===== src/hdl/srg_pkg.sv =====
`timescale 1ns / 1ps

package srg_pkg;

  localparam int DIV_NW = 40;
  localparam int DIV_DW = 34;
  localparam int DIV_CW = $clog2(DIV_NW);

  typedef enum logic [1:0] {
    OP_TICK  = 2'd0,
    OP_MOVE  = 2'd1,
    OP_SPEED = 2'd2
  } op_t;

  typedef enum logic [2:0] {
    REG_MAX_SPEED   = 3'd0,
    REG_ACCEL       = 3'd1,
    REG_FIRST_INT   = 3'd2,
    REG_PULSE_WIDTH = 3'd3,
    REG_RAMP_MODE   = 3'd4
  } reg_idx_t;

  typedef enum logic [3:0] {
    S_IDLE, S_EXEC, S_SQ, S_STOP_GO, S_STOP_WAIT, S_CMIN_GO, S_CMIN_WAIT,
    S_DECIDE, S_EQ_GO, S_EQ_WAIT, S_SPD, S_SPD_GO, S_SPD_WAIT,
    S_SET_GO, S_SET_WAIT, S_DONE
  } state_t;

  typedef struct packed {
    logic              start;
    logic [DIV_NW-1:0] dividend;
    logic [DIV_DW-1:0] divisor;
  } div_req_t;

  localparam logic [DIV_NW-1:0] CMIN_NUM  = 40'd256000000;
  localparam logic [DIV_NW-1:0] SPEED_NUM = 40'd65536000000;
  localparam logic [DIV_NW-1:0] SET_NUM   = 40'd1000000;
  localparam logic [DIV_NW-1:0] SPEED_CAP = 40'd256000000;

endpackage


===== src/hdl/srg_div.sv =====
`timescale 1ns / 1ps

module srg_div (
  input  logic                      clk,
  input  logic                      rst,
  input  srg_pkg::div_req_t         req,
  output logic                      done,
  output logic [srg_pkg::DIV_NW-1:0] quotient
);
  import srg_pkg::*;

  logic              busy;
  logic [DIV_CW-1:0] cnt;
  logic [DIV_NW-1:0] quo;
  logic [DIV_DW-1:0] rem;
  logic [DIV_DW-1:0] dsr;
  logic [DIV_DW:0]   trial;
  logic              ge;

  assign trial    = {rem, quo[DIV_NW-1]};
  assign ge       = trial >= {1'b0, dsr};
  assign quotient = quo;

  always_ff @(posedge clk) begin
    if (rst) begin
      busy <= 1'b0;
      done <= 1'b0;
    end else begin
      done <= 1'b0;
      if (req.start) begin
        quo  <= req.dividend;
        rem  <= '0;
        dsr  <= req.divisor;
        cnt  <= DIV_CW'(DIV_NW - 1);
        busy <= 1'b1;
      end else if (busy) begin
        quo <= {quo[DIV_NW-2:0], ge};
        rem <= ge ? DIV_DW'(trial - {1'b0, dsr}) : trial[DIV_DW-1:0];
        if (cnt == '0) begin
          busy <= 1'b0;
          done <= 1'b1;
        end else begin
          cnt <= cnt - 1'b1;
        end
      end
    end
  end

endmodule


===== src/hdl/stepper_ramp_generator.sv =====
`timescale 1ns / 1ps
// One word is taken at a time; the input stalls until its result is registered.
// A tick without a step or a plain command goes through S_EXEC and S_DONE only.
// A speed command that changes the rate runs one division on the shared divider.
// A ramp recompute runs up to four divisions in turn on the shared divider.
// Synchronous reset clears the motion state and loads the register defaults.

module stepper_ramp_generator (
  input  logic               clk,
  input  logic               rst,
  input  logic               in_valid,
  output logic               in_stall,
  input  logic [1:0]         op,
  input  logic signed [31:0] target_position,
  input  logic signed [16:0] speed_command,
  output logic               out_valid,
  input  logic               out_stall,
  output logic               step_out,
  output logic               dir_out,
  output logic signed [31:0] position_now,
  output logic               moving,
  output logic signed [20:0] speed_now,
  input  logic               cfg_we,
  input  logic [2:0]         cfg_index,
  input  logic [23:0]        cfg_data
);
  import srg_pkg::*;

  localparam logic signed [31:0] I32_MAX = 32'sh7FFFFFFF;
  localparam logic signed [31:0] I32_MIN = 32'sh80000000;

  logic [15:0] max_speed, acceleration;
  logic [23:0] first_interval;
  logic [7:0]  min_pulse_width;
  logic        ramp_mode;

  logic [31:0]        position, target;
  logic [23:0]        step_interval;
  logic [31:0]        ramp_interval;
  logic signed [28:0] signed_speed;
  logic signed [31:0] ramp_count;
  logic               direction_bit;
  logic [31:0]        elapsed_us;
  logic [7:0]         pulse_left;

  logic [1:0]         op_r;
  logic [31:0]        tgt_r;
  logic signed [16:0] cmd_r;
  logic [55:0]        sq_r;
  logic signed [32:0] dist_r;
  logic [30:0]        stop_r;
  logic [27:0]        cmin_r;

  state_t state, state_next;
  div_req_t req;
  logic div_done;
  logic [DIV_NW-1:0] div_q;

  srg_div u_div (.clk(clk), .rst(rst), .req(req), .done(div_done), .quotient(div_q));

  logic [15:0] acc_eff, max_eff;
  logic [31:0] el_inc;
  logic        step_hit;
  logic signed [28:0] cmd256;
  logic signed [17:0] lim, cmd_x, cmd_c;
  logic [16:0] cmd_mag;
  logic [27:0] mag;
  logic signed [33:0] dist34, ndist34, stop34;
  logic signed [31:0] neg_stop, neg_rc, rc_dec, rc_inc;
  logic signed [34:0] den, den_abs, cn35, nv;
  logic [31:0] nv_c;
  logic out_free;
  logic signed [28:0] spd_adj;

  assign acc_eff  = (acceleration == '0) ? 16'd1 : acceleration;
  assign max_eff  = (max_speed == '0) ? 16'd1 : max_speed;
  assign el_inc   = (elapsed_us == 32'hFFFFFFFF) ? elapsed_us : elapsed_us + 32'd1;
  assign step_hit = (step_interval != '0) && (el_inc >= {8'd0, step_interval});
  assign cmd256   = {{4{cmd_r[16]}}, cmd_r, 8'd0};
  assign lim      = {2'b00, max_eff};
  assign cmd_x    = {cmd_r[16], cmd_r};
  assign cmd_c    = (cmd_x > lim) ? lim : ((cmd_x < -lim) ? -lim : cmd_x);
  assign cmd_mag  = cmd_r[16] ? 17'(-cmd_r) : 17'(cmd_r);
  assign mag      = signed_speed[28] ? 28'(-signed_speed) : 28'(signed_speed);

  assign dist34   = {dist_r[32], dist_r};
  assign ndist34  = -dist34;
  assign stop34   = {3'b000, stop_r};
  assign neg_stop = -$signed({1'b0, stop_r});
  assign neg_rc   = (ramp_count == I32_MIN) ? I32_MAX : -ramp_count;
  assign rc_inc   = (ramp_count == I32_MAX) ? I32_MAX : ramp_count + 32'sd1;

  always_comb begin
    rc_dec = ramp_count;
    if (dist_r > 0) begin
      if (ramp_count > 0) begin
        if (stop34 >= dist34 || direction_bit) rc_dec = neg_stop;
      end else if (ramp_count < 0) begin
        if (stop34 < dist34 && !direction_bit) rc_dec = neg_rc;
      end
    end else if (dist_r < 0) begin
      if (ramp_count > 0) begin
        if (stop34 >= ndist34 || !direction_bit) rc_dec = neg_stop;
      end else if (ramp_count < 0) begin
        if (stop34 < ndist34 && direction_bit) rc_dec = neg_rc;
      end
    end
  end

  assign den     = {ramp_count[31], ramp_count, 2'b00} + 35'sd1;
  assign den_abs = den[34] ? -den : den;
  assign cn35    = {3'b000, ramp_interval};
  assign nv      = den[34] ? cn35 + $signed({2'b00, div_q[32:0]})
                           : cn35 - $signed({2'b00, div_q[32:0]});

  always_comb begin
    if (nv < 0) nv_c = '0;
    else if (nv > 35'sh0FFFFFFFF) nv_c = 32'hFFFFFFFF;
    else nv_c = nv[31:0];
    if (nv_c < {4'd0, cmin_r}) nv_c = {4'd0, cmin_r};
  end

  assign out_free = !out_valid || !out_stall;
  assign in_stall = (state != S_IDLE);

  always_comb begin
    state_next = state;
    unique case (state)
      S_IDLE: if (in_valid) state_next = S_EXEC;
      S_EXEC: begin
        state_next = S_DONE;
        case (op_r)
          OP_TICK:  if (step_hit && ramp_mode) state_next = S_SQ;
          OP_MOVE:  if (tgt_r != target) state_next = S_SQ;
          OP_SPEED: if (cmd256 != signed_speed && cmd_c != 0) state_next = S_SET_GO;
          default:  state_next = S_DONE;
        endcase
      end
      S_SQ:        state_next = S_STOP_GO;
      S_STOP_GO:   state_next = S_STOP_WAIT;
      S_STOP_WAIT: if (div_done) state_next = S_CMIN_GO;
      S_CMIN_GO:   state_next = S_CMIN_WAIT;
      S_CMIN_WAIT: if (div_done) state_next = S_DECIDE;
      S_DECIDE: begin
        if (dist_r == 0 && stop_r <= 31'd1) state_next = S_DONE;
        else if (rc_dec == 0) state_next = S_SPD;
        else state_next = S_EQ_GO;
      end
      S_EQ_GO:    state_next = S_EQ_WAIT;
      S_EQ_WAIT:  if (div_done) state_next = S_SPD;
      S_SPD:      state_next = (ramp_interval == '0) ? S_DONE : S_SPD_GO;
      S_SPD_GO:   state_next = S_SPD_WAIT;
      S_SPD_WAIT: if (div_done) state_next = S_DONE;
      S_SET_GO:   state_next = S_SET_WAIT;
      S_SET_WAIT: if (div_done) state_next = S_DONE;
      S_DONE:     if (out_free) state_next = S_IDLE;
      default:    state_next = S_IDLE;
    endcase
  end

  always_comb begin
    req.start    = 1'b0;
    req.dividend = '0;
    req.divisor  = '0;
    unique case (state)
      S_STOP_GO, S_STOP_WAIT: begin
        req.start    = (state == S_STOP_GO);
        req.dividend = {1'b0, sq_r[55:17]};
        req.divisor  = {18'd0, acc_eff};
      end
      S_CMIN_GO, S_CMIN_WAIT: begin
        req.start    = (state == S_CMIN_GO);
        req.dividend = CMIN_NUM;
        req.divisor  = {18'd0, max_eff};
      end
      S_EQ_GO, S_EQ_WAIT: begin
        req.start    = (state == S_EQ_GO);
        req.dividend = {7'd0, ramp_interval, 1'b0};
        req.divisor  = {1'b0, den_abs[32:0]};
      end
      S_SPD_GO, S_SPD_WAIT: begin
        req.start    = (state == S_SPD_GO);
        req.dividend = SPEED_NUM;
        req.divisor  = {2'd0, ramp_interval};
      end
      S_SET_GO, S_SET_WAIT: begin
        req.start    = (state == S_SET_GO);
        req.dividend = SET_NUM;
        req.divisor  = {17'd0, cmd_mag};
      end
      default: req.start = 1'b0;
    endcase
  end

  always_ff @(posedge clk) begin
    if (rst) state <= S_IDLE;
    else state <= state_next;
  end

  always_ff @(posedge clk) begin
    if (rst) begin
      max_speed       <= 16'd10;
      acceleration    <= 16'd1;
      first_interval  <= '0;
      min_pulse_width <= 8'd1;
      ramp_mode       <= 1'b0;
    end else if (cfg_we) begin
      unique case (reg_idx_t'(cfg_index))
        REG_MAX_SPEED:   max_speed       <= cfg_data[15:0];
        REG_ACCEL:       acceleration    <= cfg_data[15:0];
        REG_FIRST_INT:   first_interval  <= cfg_data;
        REG_PULSE_WIDTH: min_pulse_width <= cfg_data[7:0];
        REG_RAMP_MODE:   ramp_mode       <= cfg_data[0];
        default: ;
      endcase
    end
  end

  always_ff @(posedge clk) begin
    if (rst) begin
      position      <= '0;
      target        <= '0;
      step_interval <= '0;
      ramp_interval <= '0;
      signed_speed  <= '0;
      ramp_count    <= '0;
      direction_bit <= 1'b1;
      elapsed_us    <= '0;
      pulse_left    <= '0;
    end else begin
      unique case (state)
        S_IDLE: begin
          op_r  <= op;
          tgt_r <= target_position;
          cmd_r <= speed_command;
        end
        S_EXEC: begin
          case (op_r)
            OP_TICK: begin
              if (pulse_left != '0) pulse_left <= pulse_left - 8'd1;
              elapsed_us <= el_inc;
              if (step_hit) begin
                position   <= direction_bit ? position - 32'd1 : position + 32'd1;
                pulse_left <= min_pulse_width;
                elapsed_us <= '0;
              end
            end
            OP_MOVE: if (tgt_r != target) target <= tgt_r;
            OP_SPEED: begin
              if (cmd256 != signed_speed) begin
                cmd_r        <= cmd_c[16:0];
                signed_speed <= {{3{cmd_c[17]}}, cmd_c, 8'd0};
                if (cmd_c == 0) step_interval <= '0;
                else direction_bit <= cmd_c[17];
              end
            end
            default: ;
          endcase
        end
        S_SQ: begin
          sq_r   <= mag * mag;
          dist_r <= $signed({target[31], target}) - $signed({position[31], position});
        end
        S_STOP_WAIT:
          if (div_done) stop_r <= (div_q > 40'h007FFFFFFF) ? 31'h7FFFFFFF : div_q[30:0];
        S_CMIN_WAIT: if (div_done) cmin_r <= div_q[27:0];
        S_DECIDE: begin
          if (dist_r == 0 && stop_r <= 31'd1) begin
            step_interval <= '0;
            signed_speed  <= '0;
            ramp_count    <= '0;
          end else if (rc_dec == 0) begin
            ramp_interval <= {first_interval, 8'd0};
            direction_bit <= !(dist_r > 0);
            ramp_count    <= 32'sd1;
          end else begin
            ramp_count <= rc_dec;
          end
        end
        S_EQ_WAIT: begin
          if (div_done) begin
            ramp_interval <= nv_c;
            ramp_count    <= rc_inc;
          end
        end
        S_SPD: begin
          step_interval <= ramp_interval[31:8];
          if (ramp_interval == '0) signed_speed <= '0;
        end
        S_SPD_WAIT: begin
          if (div_done) begin
            signed_speed <= direction_bit
              ? -$signed({1'b0, ((div_q > SPEED_CAP) ? SPEED_CAP[27:0] : div_q[27:0])})
              :  $signed({1'b0, ((div_q > SPEED_CAP) ? SPEED_CAP[27:0] : div_q[27:0])});
          end
        end
        S_SET_WAIT: if (div_done) step_interval <= div_q[23:0];
        default: ;
      endcase
    end
  end

  assign spd_adj = signed_speed + (signed_speed[28] ? 29'sd255 : 29'sd0);

  always_ff @(posedge clk) begin
    if (rst) begin
      out_valid <= 1'b0;
    end else begin
      if (out_valid && !out_stall) out_valid <= 1'b0;
      if (state == S_DONE && out_free) begin
        out_valid    <= 1'b1;
        step_out     <= (pulse_left != '0);
        dir_out      <= direction_bit;
        position_now <= position;
        moving       <= (signed_speed != 0) || (target != position);
        speed_now    <= spd_adj[28:8];
      end
    end
  end

endmodule


===== config.mk =====
export PLATFORM = sky130hd
export DESIGN_NAME = stepper_ramp_generator
export DESIGN_NICKNAME = d
export VERILOG_FILES = /design/src/hdl/srg_pkg.sv /design/src/hdl/srg_div.sv /design/src/hdl/stepper_ramp_generator.sv
export SDC_FILE = /design/constraint.sdc
export NUM_CORES = 2
export LEC_CHECK = 0
export ABC_AREA = 1
export ABC_CLOCK_PERIOD_IN_PS = 9500
export BUFFER_PORTS_ARGS = -buffer_cell sky130_fd_sc_hd__buf_2
export CAP_MARGIN = 0
export CORE_MARGIN = 10
export CORE_UTILIZATION = 50
export DETAILED_ROUTE_END_ITERATION = 8
export PLACE_DENSITY = 0.71
export SETUP_SLACK_MARGIN = 0.15
export SYNTH_ARGS = -nofsm -noshare
export SYNTH_HDL_FRONTEND = slang
export SYNTH_SLANG_ARGS = --single-unit

===== constraint.sdc =====
create_clock -name clk -period 9.5 [get_ports clk]
set_input_delay 1.425 -clock clk [delete_from_list [all_inputs] [get_ports clk]]
set_output_delay 1.425 -clock clk [all_outputs]
set_load 0.05 [all_outputs]

; Word-level counts from Yosys, hierarchy flattened
; Cells that the tools add are included.
[op_classes]
muxes = 88
n_bitwise = 2
div = 0
shift = 0
n_mul = 1
n_reduce_logical = 70
magnitude_cmp = 18
n_eq_ne = 44
add_sub_neg = 20
[ops]
columns = cell, n
row1 = $mux 32, 24
row2 = $pmux 73 s5, 1
row3 = $mux 29, 6
row4 = $pmux 32 s2, 2
row5 = $mux 24, 5
row6 = $pmux 29 s4, 1
row7 = $eq 32x32->1 const B, 3
row8 = $logic_not 32->1, 3
row9 = $pmux 24 s4, 1
row10 = $mux 40, 2
row11 = $mux 34, 2
row12 = $add 32x1->32 const B, 2
row13 = $ne 32x32->1, 2
row14 = $reduce_bool 32->1, 2
row15 = $pmux 4 s15, 1
row16 = $mul 28x28->56, 1
row17 = $mux 28, 2
row18 = $mux 17, 3
row19 = $gt 40x28->1 const B, 1
row20 = $gt 40x31->1 const B, 1
row21 = $mux 18, 2
row22 = $add 34x2->35 const B, 1
row23 = $ge 35x34->1, 1
row24 = $gt 35x33->1 const B, 1
row25 = other kinds (76), 173
[word_totals]
output_inout_bits = 58
mem_count = 0
elab_cells = 277
romBits = 0
register_bits = 663
latch_bits = 0
inputBits = 83
mem_bits_rw = 0

; Depth between registers and ports, before layout
[logic_depth]
ltp_word = 12
depth_mapped = 48
ltp_nobuf = 47

; Hierarchy
; From an unflattened synthesis, not the netlist that was laid out.
[hier_totals]
hier_cells = 9832
hier_area_um2 = 72315.6
[by_module_without_submodules]
columns = mod, seq_area_each_um2, n_inst, cells_per_inst, area_each_um2
row1 = stepper_ramp_generator, 12992.5, 1, 8842, 64618.2
row2 = srg_div, 3463.3, 1, 990, 7697.4

; Least setup slack after synthesis
; No wires, ideal clock.
[synth_path]
path_type = register to register
start = register signed_speed[0]
end = register sq_r[53], data pin
setup_slack_ps = 926
path_stages_with_launch = 45
setup_ps = 265
t_arrival_ps = 8309
n_path_buf = 3
synth_period_minus_slack_ps = 8574
required_time_ps = 9235
cell_sequence = dfxtp_1 > buf_2 > clkinv_1 > clkbuf_1 > ha_1 > nand2_1 > nor2_1 > nand2_1 > inv_1 > nand2_1 > inv_1 > nand2_1 > nor3_1 > inv_1 > nor2_1 > inv_1 > o21ai_0 > or2_2 > (+9 left out) > inv_1 > fa_1 > inv_1 > fa_1 > fa_1 > inv_1 > fa_1 > inv_1 > ha_1 > nand4_1 > nor3_1 > nand4_1 > o21ai_0 > nand2_1 > o211ai_1 > a21oi_1 > o21ai_0 > xor2_1
[synth_between]
elab_chain_len = 3
[synth_lines]
columns = element, line
row1 = start: declaration, stepper_ramp_generator.sv:40  ; logic signed [28:0] signed_speed;
row2 = start signal: assignment, stepper_ramp_generator.sv:252  ; signed_speed <= {{3{cmd_c[17]}}, cmd_c, 8'd0};
row3 = start signal: assignment, stepper_ramp_generator.sv:292  ; signed_speed <= direction_bit
row4 = $neg 28->28, stepper_ramp_generator.sv:84  ; assign mag = signed_speed[28] ? 28'(-signed_speed) : 28'(signed_speed);
row5 = $mux 28 (*), stepper_ramp_generator.sv:84
row6 = $mul 28x28->56 (*), stepper_ramp_generator.sv:261  ; sq_r <= mag * mag;
row7 = end signal: assignment, stepper_ramp_generator.sv:261
row8 = end: declaration, stepper_ramp_generator.sv:49  ; logic [55:0] sq_r;
; Every way passes the cells marked *; elsewhere a longest branch is shown, timed or not.
; A chain may end at the register's enable or synchronous reset.

; Final worst setup path
[layout_path]
start = register signed_speed[1]
end = register sq_r[53], data pin
; Same word-level chain as after synthesis.

==> results by group <==
Synth
  • Mapped Nets: 10,600
  • Seq/Total Area, Yosys: 0.234
  • Primary FF master, synth: edfxtp_1
  • Synthesis warning total: 0
  • Synth cell types: 69
  • Synthesized area: approximately 70,000 µm²
  • #FFs+latches synth: ~650
  • Synthesized instance count: 9,323
  • Avg Cell Area, Syn: 7.53 µm²
  • Async set-reset flop share out of synthesis: 0
  • Post-synth EDFFs: 351

Hold path
  • Hold Path End: position_now[3]$_DFFE_PP_
  • Hold/Removal Path Class: register to register
  • Hold Crit Start: position[3]$_SDFFE_PP0P_
  • Hold depth: 0

STA
  • Min Tclk post-route: 8990 ps
  • Worst rel slew slack: 0.130
  • Worst slew pin tran: 1300 ps
  • Max Slew Vio Count: 0
  • Final Hold Fails: 0
  • Setup TNS: 0 ps
  • RSZ-0062 raised after global routing: true
  • Count of final setup violators: 0
  • Worst Setup Slack, final: 509 ps
  • Clk_skew: approximately 53 ps
  • Final Cycle Share: 0.946
  • Fmax: 111 MHz

Critical path
  • Crit-path max FO: 17
  • Req. time, crit path: 9930 ps
  • Critical-path top delay cell: clkinv_1
  • CP startpoint: signed_speed[1]$_SDFFE_PP0P_
  • R2R Setup Slk: 510 ps
  • Slowest stage delay, CP: between 800 and 900 ps
  • Type of origin of the critical path: register
  • Crit Path Class: register to register
  • Worst R2R Start: signed_speed[1]$_SDFFE_PP0P_
  • CP dominant cell by count: fa_1
  • Reg-to-Reg End: sq_r[53]$_DFFE_PP_
  • Worst r2r path cells: 31
  • CP Capture Type: register
  • Worst Path Arrival: 9420 ps

GRT
  • First-pass GRT wire length: 378 mm
  • GRT Total Usage: 0.309
  • Vias in the first global route: about 63,000
  • Pin count of the biggest net entering global routing: 86
  • Initial antenna violation count: 6
  • GRT overflow: 0

Drt
  • Wirelength per Cell: 22.1 µm
  • Final wirelength: 249 mm
  • Initial drt markers: roughly 7,100
  • DRT antenna net count: 0
  • Drt pass-1 iters: 8
  • Via count: 65,000
  • # DRC: 0
  • Drt via density: 5.77

Pwr
  • Power share of the sequential group: 0.171
  • Clock power frac: 0.116
  • Logic pwr share: 0.713
  • Switching power: 14.8 mW
  • IR drop worst, VDD: 0.502 mV
  • P_leak: around 36 nW
  • Cell Int Power: 12.3 mW
  • Switching Share: 0.545
  • Pwr/cell area: ~360 nW/µm²

Place
  • Placement Setup Slack: 221 ps
  • Post-DP HPWL: slightly below 200 mm
  • Buffers on Ports: 140
  • Placed Area: approximately 73,000 µm²
  • Routability congestion estimate: 1.02

Die
  • Die W: just under 400 µm
  • Initial Util: 0.503
  • # IOs: 141
  • Core area: about 140,000 µm²
  • Die span in y: 395 µm
  • Die Footprint: 156,000 µm²
  • Num rows: around 140

Clock network
  • Num CTS Buffers: between 70 and 80
  • CTS max path bufs: 3
  • Clock root cell: clkbuf_16
  • # clock sinks: 645
  • Clock Latency Late Sink: 720 ps
  • Clock transition at path regs: 60 ps
  • H-tree levels: 3
  • CTS tree: built

Cells and area
  • Core Util, Final: 0.544
  • Filler cells: 13,400
  • Layout cell share with drive strength beyond 1: 0.0641
  • # nets final: 10,600
  • Fin area: between 70,000 and 80,000 µm²
  • P&R area growth vs syn: 8.14%

Job
  • Max cap viols: 0

Run status
  • Status: finished clean
[registers in the layout, summed over array words and instances, names as in the netlist, 6 cells and up]
register,cells
min_pulse_width,8
elapsed_us,32
cmin_r,28
position_now,32
tgt_r,32
target,32
first_interval,24
sq_r,39
cmd_r,17
u_div.quotient,40
max_speed,16
ramp_count,32
acceleration,16
dist_r,33
speed_now,21
u_div.dsr,33
pulse_left,8
signed_speed,29
ramp_interval,32
u_div.cnt,6
stop_r,31
position,32
step_interval,24
u_div.rem,34
[power groups by stage]
stage | logic, mW | registers (mW) | clock network [mW]
after global placement | 18.5 | 4.66 | 0
after global routing | 21.6 | 4.68 | 3.28
after floorplan | 13.0 | 4.44 | 0
final | 19.3 | 4.65 | 3.13
after CTS | 18.9 | 4.61 | 3.17
after detailed placement | 18.8 | 4.67 | 0
[timing repair]
action,CTS,global route
buffers inserted,0,10
gates resized for setup,0,75
setup endpoints to repair,0,28
hold buffers,0,0
endpoints found under the hold margin,0,0
[kinds of logic after synthesis]
group                    synth area share
AO/OA/AOI/OAI                       0.135
XOR/XNOR                           0.0431
adder cells (fa/ha/maj)             0.272
buffers and inverters               0.113
flip-flops                          0.234
multiplexers                     0.000143
other                           0.0000534
AND/OR/NAND/NOR                     0.203
[routing by layer]
metal / global-route usage / part of all wire
met2: 0.489 / 0.45
met3: 0.0507 / 0.092
met5: 0 / 0.00018
met1: 0.411 / 0.41
met4: 0.148 / 0.055
[how the worst max path moves through the flow]
stage / end / slack [ps] / depth (start not counted)
after floorplan: sq_r[53]$_DFFE_PP_ / 930 / 44
after global placement: sq_r[53]$_DFFE_PP_ / 290 / 42
after detailed placement: sq_r[53]$_DFFE_PP_ / 220 / 42
after CTS: sq_r[53]$_DFFE_PP_ / 210 / 42
after global routing: sq_r[52]$_DFFE_PP_ / 20 / 44
final: sq_r[53]$_DFFE_PP_ / 510 / 31
[worst max-delay path, delay by kind of cell (launching register included)]
family          cells  cell delay [ps]
fa+ha+maj           9             4160
compound gates      8             1410
buf+inv             7             1210
simple gates        5             1130
xor+xnor            2              500
flops               1              330
[area by class of cell]
cell class                      count  area (µm²)  area share
Multi-Input combinational cell   6597       46200       0.608
Sequential cell                   645       16400       0.216
Inverter                         1703        6410      0.0844
Tap cell                         1876        2350      0.0309
Clock buffer                      101        2130      0.0280
Timing Repair Buffer              293        1860      0.0245
Clock inverter                     37         542     0.00713
Timing Repair inverter              2        15.0    0.000198
Antenna cell                        4        10.0    0.000132
[metrics by stage]
stage	hold slack [ps]	power, mW	cells
final	441	27.1	11300
after global routing	453	29.5	11300
after CTS	435	26.7	11200
after detailed placement	442	23.4	11100
after global placement	439	23.2	11100
after floorplan	408	17.5	9323
[layout by cell type, fill, tap and decap left out, types with 13 or more instances in the layout]
master / n
o21ai_0: 606
inv_1: 1648
o2111ai_1: 17
o211ai_1: 38
nand3b_1: 14
o21a_1: 18
a221oi_1: 24
a21oi_1: 719
xnor2_1: 114
fa_1: 619
buf_2: 139
o22ai_1: 26
buf_4: 152
a31oi_1: 55
nor2_2: 33
dfxtp_1: 292
clkbuf_16: 77
clkinv_1: 31
clkinvlp_4: 13
a22oi_1: 27
or2_2: 42
clkbuf_1: 13
nand2_1: 1583
inv_2: 22
o21bai_1: 25
nand4_1: 149
a21o_1: 16
nor3_2: 13
ha_1: 532
nor3_1: 130
a211oi_1: 15
nand3_1: 408
nor2_1: 886
a32oi_1: 13
xor2_1: 231
edfxtp_1: 351
o21ai_1: 50
nor4_1: 62
[Yosys cell counts, types with 64 or more instances]
library cell	n	area share
inv_1	1654	0.088
nand2_1	1588	0.085
nor2_1	917	0.049
a21oi_1	731	0.052
fa_1	619	0.18
o21ai_0	616	0.044
ha_1	536	0.095
nand3_1	410	0.029
edfxtp_1	351	0.15
dfxtp_1	294	0.084
clkbuf_1	290	0.015
xor2_1	232	0.029
nand4_1	149	0.013
nor3_1	135	0.0096
xnor2_1	114	0.014
nor4_1	64	0.0057
Power figures use the tool's default switching activity.
